`config.mk`:
```
export PLATFORM = sky130hd
export DESIGN_NAME = dshot_erpm_telemetry_decoder
export DESIGN_NICKNAME = d
export VERILOG_FILES = /design/src/hw/rtl/dshot_erpm_pkg.sv /design/src/hw/rtl/dshot_erpm_telemetry_decoder.sv /design/src/hw/rtl/dshot_erpm_divider.sv /design/src/hw/rtl/dshot_erpm_gcr_decode.sv
export SDC_FILE = /design/constraint.sdc
export NUM_CORES = 1
export LEC_CHECK = 0
export BUFFER_PORTS_ARGS = -buffer_cell sky130_fd_sc_hd__buf_2
export CORE_MARGIN = 3
export CORE_UTILIZATION = 35
export CTS_BUF_LIST = sky130_fd_sc_hd__clkbuf_8
export DETAILED_ROUTE_END_ITERATION = 8
export PLACE_DENSITY = 0.54
export SYNTH_ARGS = -nofsm -noshare
export SYNTH_HDL_FRONTEND = slang
export SYNTH_SLANG_ARGS = --single-unit
```
`constraint.sdc`:
```
create_clock -name clock -period 8.8 [get_ports clock]
set_input_delay 1.76 -clock clock [delete_from_list [all_inputs] [get_ports clock]]
set_output_delay 1.76 -clock clock [all_outputs]
set_load 0.01 [all_outputs]
```
`src/hw/rtl/dshot_erpm_pkg.sv`:
```
// shared types, constants and the inverse gcr table for the erpm telemetry decoder
// no dependencies
package dshot_erpm_pkg;

   localparam int FRAME_BITS  = 21;
   localparam int COUNT_W     = 5;
   localparam int DIVIDEND_W  = 26;
   localparam int DIVISOR_W   = 16;
   localparam int STEP_W      = 5;
   localparam int CSR_INDEX_W = 2;
   localparam int CSR_DATA_W  = 10;

   localparam logic [CSR_INDEX_W-1:0] CSR_BIT_LENGTH   = 2'd0;
   localparam logic [CSR_INDEX_W-1:0] CSR_MAGNET_COUNT = 2'd1;

   localparam logic [9:0] BIT_LENGTH_RESET   = 10'd64;
   localparam logic [7:0] MAGNET_COUNT_RESET = 8'd14;

   localparam logic [2:0] STATUS_OK          = 3'd0;
   localparam logic [2:0] STATUS_SHORT       = 3'd1;
   localparam logic [2:0] STATUS_BAD_GCR     = 3'd2;
   localparam logic [2:0] STATUS_BAD_CSUM    = 3'd3;
   localparam logic [2:0] STATUS_BUSY        = 3'd4;
   localparam logic [2:0] STATUS_ZERO_PERIOD = 3'd5;

   localparam logic [4:0]  GCR_BAD   = 5'h10;
   localparam logic [11:0] EDT_BUSY  = 12'hFFF;
   localparam logic [3:0]  CSUM_GOOD = 4'hF;
   localparam logic [DIVIDEND_W-1:0] US_PER_MINUTE = 26'd60000000;

   localparam logic [STEP_W-1:0] SHORT_STEPS = 5'd16;
   localparam logic [STEP_W-1:0] LONG_STEPS  = 5'd26;

   typedef struct packed {
      logic        pulse_level;
      logic [14:0] duration_ticks;
      logic        frame_end;
   } req_type;

   typedef struct packed {
      logic [2:0]  status;
      logic [15:0] erpm;
      logic [15:0] shaft_rpm;
   } rsp_type;

   typedef struct packed {
      logic                  start;
      logic [DIVIDEND_W-1:0] dividend;
      logic [DIVISOR_W-1:0]  divisor;
      logic [STEP_W-1:0]     steps;
   } div_req_type;

   typedef struct packed {
      logic                  busy;
      logic                  done;
      logic [DIVIDEND_W-1:0] quotient;
   } div_rsp_type;

   typedef struct packed {
      logic [2:0]           status;
      logic [DIVISOR_W-1:0] period;
   } dec_type;

   typedef enum logic [2:0] {
      ST_IDLE,
      ST_SEG_DIV,
      ST_DECODE,
      ST_ERPM_DIV,
      ST_RPM_DIV,
      ST_RESULT
   } state_type;

   function automatic logic [4:0] gcr_inverse(input logic [4:0] code);
      logic [4:0] nib;
      unique case (code)
         5'd9:    nib = 5'h9;
         5'd10:   nib = 5'hA;
         5'd11:   nib = 5'hB;
         5'd13:   nib = 5'hD;
         5'd14:   nib = 5'hE;
         5'd15:   nib = 5'hF;
         5'd18:   nib = 5'h2;
         5'd19:   nib = 5'h3;
         5'd21:   nib = 5'h5;
         5'd22:   nib = 5'h6;
         5'd23:   nib = 5'h7;
         5'd25:   nib = 5'h0;
         5'd26:   nib = 5'h8;
         5'd27:   nib = 5'h1;
         5'd29:   nib = 5'h4;
         5'd30:   nib = 5'hC;
         default: nib = GCR_BAD;
      endcase
      return nib;
   endfunction

endpackage

```
`src/hw/rtl/dshot_erpm_telemetry_decoder.sv`:
```
// Bidirectional dshot erpm telemetry decoder. Each request word is one line segment; it is
// turned into round(duration / bit length) bits by one shared restoring divider that yields one
// quotient bit per cycle, and the next word is taken only once that division is done. A segment
// that ends a frame also decodes the 21-bit reply and, for a good frame, runs a 26-step division
// for erpm and, with at least two magnets, a 16-step division for shaft rpm; the response word
// is then loaded into the output register and the next word can follow (a frame with an error
// status skips both divisions, a good frame with fewer than two magnets the second). The
// response word sits in an output register, so a new request can be taken while it waits; a
// second finished frame waits until that register is free. Configuration writes take effect at
// once and are meant for idle time.
// depends on dshot_erpm_pkg, dshot_erpm_divider and dshot_erpm_gcr_decode
module dshot_erpm_telemetry_decoder (
   input  logic                                   clock,
   input  logic                                   reset,
   input  logic                                   req_valid,
   output logic                                   req_ready,
   input  dshot_erpm_pkg::req_type                req_data,
   output logic                                   rsp_valid,
   input  logic                                   rsp_ready,
   output dshot_erpm_pkg::rsp_type                rsp_data,
   input  logic                                   csr_we,
   input  logic [dshot_erpm_pkg::CSR_INDEX_W-1:0] csr_index,
   input  logic [dshot_erpm_pkg::CSR_DATA_W-1:0]  csr_data
);
   import dshot_erpm_pkg::*;

   localparam logic [FRAME_BITS-1:0] FRAME_ONE = FRAME_BITS'(1);

   state_type             state_ff, state_in;
   logic [9:0]            bit_length_ff, bit_length_in;
   logic [7:0]            magnet_count_ff, magnet_count_in;
   logic [FRAME_BITS-1:0] bit_shift_ff, bit_shift_in;
   logic [COUNT_W-1:0]    bit_count_ff, bit_count_in;
   logic                  level_ff, level_in;
   logic                  end_ff, end_in;
   rsp_type               work_ff, work_in;
   logic                  rsp_valid_ff, rsp_valid_in;
   rsp_type               rsp_data_ff, rsp_data_in;

   div_req_type           div_req;
   div_rsp_type           div_rsp;
   dec_type               dec;

   logic [9:0]            bit_length_eff;
   logic [15:0]           seg_num;
   logic [COUNT_W-1:0]    room;
   logic [COUNT_W-1:0]    add_n;
   logic [FRAME_BITS-1:0] fill_mask;
   logic                  rsp_load;

   dshot_erpm_divider u_divider (
      .clock   (clock),
      .reset   (reset),
      .div_req (div_req),
      .div_rsp (div_rsp)
   );

   dshot_erpm_gcr_decode u_gcr_decode (
      .frame_bits  (bit_shift_ff),
      .frame_count (bit_count_ff),
      .dec         (dec)
   );

   // zero bit length acts as one tick
   assign bit_length_eff = (bit_length_ff == '0) ? 10'd1 : bit_length_ff;
   assign seg_num        = {1'b0, req_data.duration_ticks} + {7'b0, bit_length_eff[9:1]};
   assign room           = COUNT_W'(FRAME_BITS) - bit_count_ff;
   assign add_n          = (div_rsp.quotient[15:0] > {11'b0, room}) ?
                           room : div_rsp.quotient[COUNT_W-1:0];
   assign fill_mask      = (FRAME_ONE << add_n) - FRAME_ONE;

   always_comb begin
      state_in     = state_ff;
      bit_shift_in = bit_shift_ff;
      bit_count_in = bit_count_ff;
      level_in     = level_ff;
      end_in       = end_ff;
      work_in      = work_ff;
      div_req      = '0;
      req_ready    = 1'b0;
      rsp_load     = 1'b0;
      unique case (state_ff)
         ST_IDLE: begin
            req_ready = 1'b1;
            if (req_valid) begin
               level_in         = req_data.pulse_level;
               end_in           = req_data.frame_end;
               div_req.start    = 1'b1;
               div_req.dividend = {seg_num, 10'b0};
               div_req.divisor  = {6'b0, bit_length_eff};
               div_req.steps    = SHORT_STEPS;
               state_in         = ST_SEG_DIV;
            end
         end
         ST_SEG_DIV: begin
            if (div_rsp.done) begin
               bit_shift_in = (bit_shift_ff << add_n) | (level_ff ? fill_mask : '0);
               bit_count_in = bit_count_ff + add_n;
               state_in     = end_ff ? ST_DECODE : ST_IDLE;
            end
         end
         ST_DECODE: begin
            bit_shift_in   = '0;
            bit_count_in   = '0;
            work_in        = '0;
            work_in.status = dec.status;
            if (dec.status == STATUS_OK) begin
               div_req.start    = 1'b1;
               div_req.dividend = US_PER_MINUTE;
               div_req.divisor  = dec.period;
               div_req.steps    = LONG_STEPS;
               state_in         = ST_ERPM_DIV;
            end else begin
               state_in = ST_RESULT;
            end
         end
         ST_ERPM_DIV: begin
            if (div_rsp.done) begin
               work_in.erpm = div_rsp.quotient[15:0];
               if (magnet_count_ff >= 8'd2) begin
                  div_req.start    = 1'b1;
                  div_req.dividend = {div_rsp.quotient[15:0], 10'b0};
                  div_req.divisor  = {9'b0, magnet_count_ff[7:1]};
                  div_req.steps    = SHORT_STEPS;
                  state_in         = ST_RPM_DIV;
               end else begin
                  state_in = ST_RESULT;
               end
            end
         end
         ST_RPM_DIV: begin
            if (div_rsp.done) begin
               work_in.shaft_rpm = div_rsp.quotient[15:0];
               state_in          = ST_RESULT;
            end
         end
         ST_RESULT: begin
            if (!rsp_valid_ff || rsp_ready) begin
               rsp_load = 1'b1;
               state_in = ST_IDLE;
            end
         end
         default: begin
            state_in = ST_IDLE;
         end
      endcase
   end

   always_comb begin
      bit_length_in   = bit_length_ff;
      magnet_count_in = magnet_count_ff;
      if (csr_we) begin
         unique case (csr_index)
            CSR_BIT_LENGTH:   bit_length_in   = csr_data;
            CSR_MAGNET_COUNT: magnet_count_in = csr_data[7:0];
            default: begin
            end
         endcase
      end
   end

   always_comb begin
      rsp_data_in = rsp_load ? work_ff : rsp_data_ff;
      if (rsp_load) begin
         rsp_valid_in = 1'b1;
      end else if (rsp_ready) begin
         rsp_valid_in = 1'b0;
      end else begin
         rsp_valid_in = rsp_valid_ff;
      end
   end

   always_ff @(posedge clock) begin
      if (reset) begin
         state_ff        <= ST_IDLE;
         bit_length_ff   <= BIT_LENGTH_RESET;
         magnet_count_ff <= MAGNET_COUNT_RESET;
         bit_shift_ff    <= '0;
         bit_count_ff    <= '0;
         rsp_valid_ff    <= 1'b0;
      end else begin
         state_ff        <= state_in;
         bit_length_ff   <= bit_length_in;
         magnet_count_ff <= magnet_count_in;
         bit_shift_ff    <= bit_shift_in;
         bit_count_ff    <= bit_count_in;
         rsp_valid_ff    <= rsp_valid_in;
      end
   end

   always_ff @(posedge clock) begin
      level_ff    <= level_in;
      end_ff      <= end_in;
      work_ff     <= work_in;
      rsp_data_ff <= rsp_data_in;
   end

   assign rsp_valid = rsp_valid_ff;
   assign rsp_data  = rsp_data_ff;

endmodule

```
`src/hw/rtl/dshot_erpm_divider.sv`:
```
// shared restoring divider, one quotient bit per cycle
// depends on dshot_erpm_pkg
module dshot_erpm_divider (
   input  logic                       clock,
   input  logic                       reset,
   input  dshot_erpm_pkg::div_req_type div_req,
   output dshot_erpm_pkg::div_rsp_type div_rsp
);
   import dshot_erpm_pkg::*;

   logic                  busy_ff, busy_in;
   logic                  done_ff, done_in;
   logic [STEP_W-1:0]     count_ff, count_in;
   logic [DIVIDEND_W-1:0] num_ff, num_in;
   logic [DIVISOR_W-1:0]  den_ff, den_in;
   logic [DIVISOR_W-1:0]  rem_ff, rem_in;

   logic [DIVISOR_W:0]    shifted;
   logic [DIVISOR_W+1:0]  diff;
   logic                  borrow;

   assign shifted = {rem_ff, num_ff[DIVIDEND_W-1]};
   assign diff    = {1'b0, shifted} - {2'b00, den_ff};
   assign borrow  = diff[DIVISOR_W+1];

   always_comb begin
      busy_in  = busy_ff;
      done_in  = 1'b0;
      count_in = count_ff;
      num_in   = num_ff;
      den_in   = den_ff;
      rem_in   = rem_ff;
      if (div_req.start && !busy_ff) begin
         busy_in  = 1'b1;
         count_in = div_req.steps;
         num_in   = div_req.dividend;
         den_in   = div_req.divisor;
         rem_in   = '0;
      end else if (busy_ff) begin
         rem_in   = borrow ? shifted[DIVISOR_W-1:0] : diff[DIVISOR_W-1:0];
         num_in   = {num_ff[DIVIDEND_W-2:0], ~borrow};
         count_in = count_ff - 1'b1;
         if (count_ff == STEP_W'(1)) begin
            busy_in = 1'b0;
            done_in = 1'b1;
         end
      end
   end

   always_ff @(posedge clock) begin
      if (reset) begin
         busy_ff  <= 1'b0;
         done_ff  <= 1'b0;
         count_ff <= '0;
      end else begin
         busy_ff  <= busy_in;
         done_ff  <= done_in;
         count_ff <= count_in;
      end
   end

   always_ff @(posedge clock) begin
      num_ff <= num_in;
      den_ff <= den_in;
      rem_ff <= rem_in;
   end

   assign div_rsp.busy     = busy_ff;
   assign div_rsp.done     = done_ff;
   assign div_rsp.quotient = num_ff;

endmodule

```
`src/hw/rtl/dshot_erpm_gcr_decode.sv`:
```
// frame decode: transition and gcr decoding, length, checksum, busy and period checks
// depends on dshot_erpm_pkg
module dshot_erpm_gcr_decode (
   input  logic [dshot_erpm_pkg::FRAME_BITS-1:0] frame_bits,
   input  logic [dshot_erpm_pkg::COUNT_W-1:0]    frame_count,
   output dshot_erpm_pkg::dec_type               dec
);
   import dshot_erpm_pkg::*;

   logic [FRAME_BITS-2:0] gcr;
   logic [4:0]            nib [4];
   logic [15:0]           word;
   logic                  bad;
   logic [3:0]            csum;
   logic [11:0]           edt;
   logic [DIVISOR_W-1:0]  period;

   assign gcr = frame_bits[FRAME_BITS-2:0] ^ frame_bits[FRAME_BITS-1:1];

   always_comb begin
      bad  = 1'b0;
      word = '0;
      for (int i = 0; i < 4; i++) begin
         nib[i]          = gcr_inverse(gcr[5*i +: 5]);
         word[4*i +: 4]  = nib[i][3:0];
         bad             = bad | nib[i][4];
      end
   end

   assign csum   = word[3:0] ^ word[7:4] ^ word[11:8] ^ word[15:12];
   assign edt    = word[15:4];
   assign period = {7'b0, edt[8:0]} << edt[11:9];

   always_comb begin
      dec.period = period;
      priority if (frame_count != COUNT_W'(FRAME_BITS)) begin
         dec.status = STATUS_SHORT;
      end else if (bad) begin
         dec.status = STATUS_BAD_GCR;
      end else if (csum != CSUM_GOOD) begin
         dec.status = STATUS_BAD_CSUM;
      end else if (edt == EDT_BUSY) begin
         dec.status = STATUS_BUSY;
      end else if (period == '0) begin
         dec.status = STATUS_ZERO_PERIOD;
      end else begin
         dec.status = STATUS_OK;
      end
   end

endmodule

```
==> metrics.txt <==
Vias=9880; Die H=192 µm; Cell variety after synth=82; worst skew pair latency=0.49 ns; CP cell instances=inv_1, ha_1, inv_1, ha_1, o21ai_0, a21oi_1, o31ai_1, nand2_1, mux2i_1, buf_4, clkinv_1, nor2_1, nand2_1, ha_1, o21ai_1, o21ai_0, a32o_1, a31o_2; sequential power share=0.487; global-route wire length before repair=51.9 mm; initial core utilization=0.358; Post-Route Utilization=0.387; Tmin final=5.77 ns; Psw=728 µW; Worst Path Required=9.19 ns; unrepaired setup endpoints after global routing=no; WL final=32.4 mm; hold buffers post-CTS=0; vias in the first global route=9204; Peak Freq=0.173 GHz; Tot Pwr=2.20 mW; Fin Setup TNS=0 ns; Int Power=1.47 mW; final period utilization=0.655; Switching Share=0.332; Syn Inst Count=1306; IO Pins=71; Setup Skew=0.0356 ns; max_cap viols=0; Yosys warning count=0; VDD IR max=95.5 µV; kind of start point of the critical path=flip-flop; synthesized flop and latch total=184; final hold vios=0; gr usage total=0.178; CTS buffer count=17; Hold Path Class=flip-flop to flip-flop; Reg clk slew, reported paths=0.11 ns; placed cells=1744; share of cells above drive strength 1=0.112; commonest non-fill, non-tap cell in the layout=edfxtp_1; Detailed Routing Iterations Pass 1=6; Routed Antenna Nets=0; Worst setup EP type=flip-flop; PortBufs=70; combinational share of power=0.253; post-CTS setup buffers=0; TritonCTS clock tree=yes; Placement Rows=67; H-tree levels=4; most frequent cells in the layout=114 x edfxtp_1, 105 x nand2_1, 99 x nor2_1, 87 x a21oi_1, 77 x o21ai_0; Syn Nets=1393; status=completed; clock tree buffer depth=2; crit-path max cell delay=0.66 ns; Setup Crit Path Kind=flip-flop to flip-flop; EDFF count, synth=114; Setup violations, final=0; ys async rst share=0; die area=36700 µm²; post-cts gate resize count=0; register area share after synthesis=0.400; max_slew headroom=0.256; Placer Congestion=0.892; leakage=4.83 nW; dominant synthesized flop cell=edfxtp_1; Cell Pwr Density=169 nW/µm²; Core Box Area=33700 µm²; CP arrival=6.16 ns; maximum number of pins on one net before global-route repair=47; CP bufs+invs=4; Clock Power Share=0.260; Mapped Area=12000 µm²; number of nets in the final layout=1402; crit path max fanout=18; Min Hold Slack=0.415 ns; root buffer cell=clkbuf_8; Final Non-Filler Cells=1777; total grt overflow=0; number of vias per cell=5.56; clock sinks=184; most used cell, CP=ha_1; wire length per cell=18.3 µm; DIE WIDTH=192 µm; hpwl dp=23.4 mm; Max Slew Vio Count=0; CP top delay family=compound AO/OA/AOI/OAI gates; Mean Syn Cell Area=9.22 µm²; DR iter-0 viols=900; Residual DRC=0; worst-path cell with the longest stage delay=nor2_1; Layout Area Growth over Synthesis=8.11%; Slew @ Worst Pin=1.08 ns; antenna violations before repair=1
==> flip-flops by register name, summed over array words and instances (netlist names) <==
| name | cells |
|---|---|
| rsp_data | 35 |
| work_ff | 35 |
| u_divider.num_ff | 26 |
| bit_shift_ff | 21 |
| u_divider.den_ff | 16 |
| u_divider.rem_ff | 16 |
| bit_length_ff | 10 |
| magnet_count_ff | 7 |
| bit_count_ff | 5 |
| u_divider.count_ff | 5 |
| state_ff | 3 |
| end_ff | 1 |
| level_ff | 1 |
| rsp_valid | 1 |
| u_divider.busy_ff | 1 |
| u_divider.done_ff | 1 |
==> power groups by stage <==
| stage | logic (mW) | clock network [mW] | registers [mW] |
|---|---|---|---|
| after detailed placement | 0.558 | 0 | 1.09 |
| after CTS | 0.560 | 0.587 | 1.07 |
| after floorplan | 0.463 | 0 | 1.05 |
| after global routing | 0.628 | 0.625 | 1.08 |
| after global placement | 0.554 | 0 | 1.09 |
| final | 0.556 | 0.571 | 1.07 |
==> final timing paths <==
check,to,depth (start not counted),slack (ns),start
max,bit_shift_ff[6],18,3.03,bit_count_ff[1]
min,rsp_data[5],0,0.41,work_ff[5]
max reg2reg,bit_shift_ff[6],18,3.03,bit_count_ff[1]
min reg2reg,rsp_data[5],0,0.41,work_ff[5]
==> stage by stage <==
| step | setup WS [ns] | instance area (µm²) |
|---|---|---|
| after floorplan | 4.42 | 12000 |
| after global placement | 3.13 | 12600 |
| after detailed placement | 3.15 | 12600 |
| after CTS | 3.11 | 13000 |
| after global routing | 2.42 | 13000 |
| final | 3.03 | 13000 |
==> final cells by class <==
type                    instances  area [µm²]
repair buffers                 79         418
flip-flops and latches        184        4820
clock inverters                15         161
well taps                     448         561
inverters                      70         263
fillers                      3450       20700
multi-input cells             963        6560
clock buffers                  17         234
diodes                          1        2.50
==> worst register-to-register path, stage by stage, from the launching register on <==
cell and delay (ns):
dfxtp_1 0.48, inv_1 0.16, ha_1 0.34, inv_1 0.06, ha_1 0.28, o21ai_0 0.16
a21oi_1 0.06, o31ai_1 0.51, nand2_1 0.36, mux2i_1 0.23, buf_4 0.21, clkinv_1 0.45
nor2_1 0.67, nand2_1 0.23, ha_1 0.40, o21ai_1 0.37, o21ai_0 0.23, a32o_1 0.30
a31o_2 0.20
==> cell usage after synthesis, drive strengths merged, types with 6 or more instances <==
master   instances  share of area
nand2b          28          0.015
nand2          105          0.033
o2bb2ai         12         0.0087
mux2            17          0.016
buf             31          0.017
o21a            21          0.013
nand4           11         0.0057
nor2           100          0.031
nor3            33          0.014
a22oi           15         0.0093
clkbuf          58          0.018
ha              50          0.052
a31oi           11         0.0057
and3            24          0.012
o31ai            8         0.0050
mux2i           67          0.056
o211ai          11         0.0069
a21oi           90          0.039
o22ai           12         0.0062
nor4             8         0.0047
nand3           19         0.0079
a21o             7         0.0044
edfxtp         114           0.28
nor2b           26          0.014
inv             67          0.021
xnor2           31          0.023
a211oi           9         0.0056
o21bai           6         0.0037
o21ai           84          0.036
a22o             8         0.0058
o31a             6         0.0044
or3              9         0.0047
dfxtp           70           0.12
and2            24          0.012
xor2            26          0.020
a211o            7         0.0051
==> kinds of logic (layout without fill, tap and decap cells) <==
| group | Yosys count | after routing | share of synthesized area |
|---|---|---|---|
| xor+xnor | 57 | 57 | 0.0421 |
| fa+ha+maj | 55 | 55 | 0.0586 |
| flops | 184 | 184 | 0.400 |
| simple gates | 402 | 402 | 0.164 |
| buf+inv | 159 | 181 | 0.0566 |
| compound gates | 362 | 362 | 0.201 |
| other cells | 0 | 1 | 0 |
| mux | 87 | 87 | 0.0772 |
==> layer usage <==
layer / vias to the layer above / share of wire / track usage
met5: - / 0 / 0
met2: 288 / 0.47 / 0.284
met1: 4761 / 0.47 / 0.254
li1: 4802 / - / -
met3: 29 / 0.051 / 0.0262
met4: 0 / 0.011 / 0.0460
(Power assumes the default switching activity.)
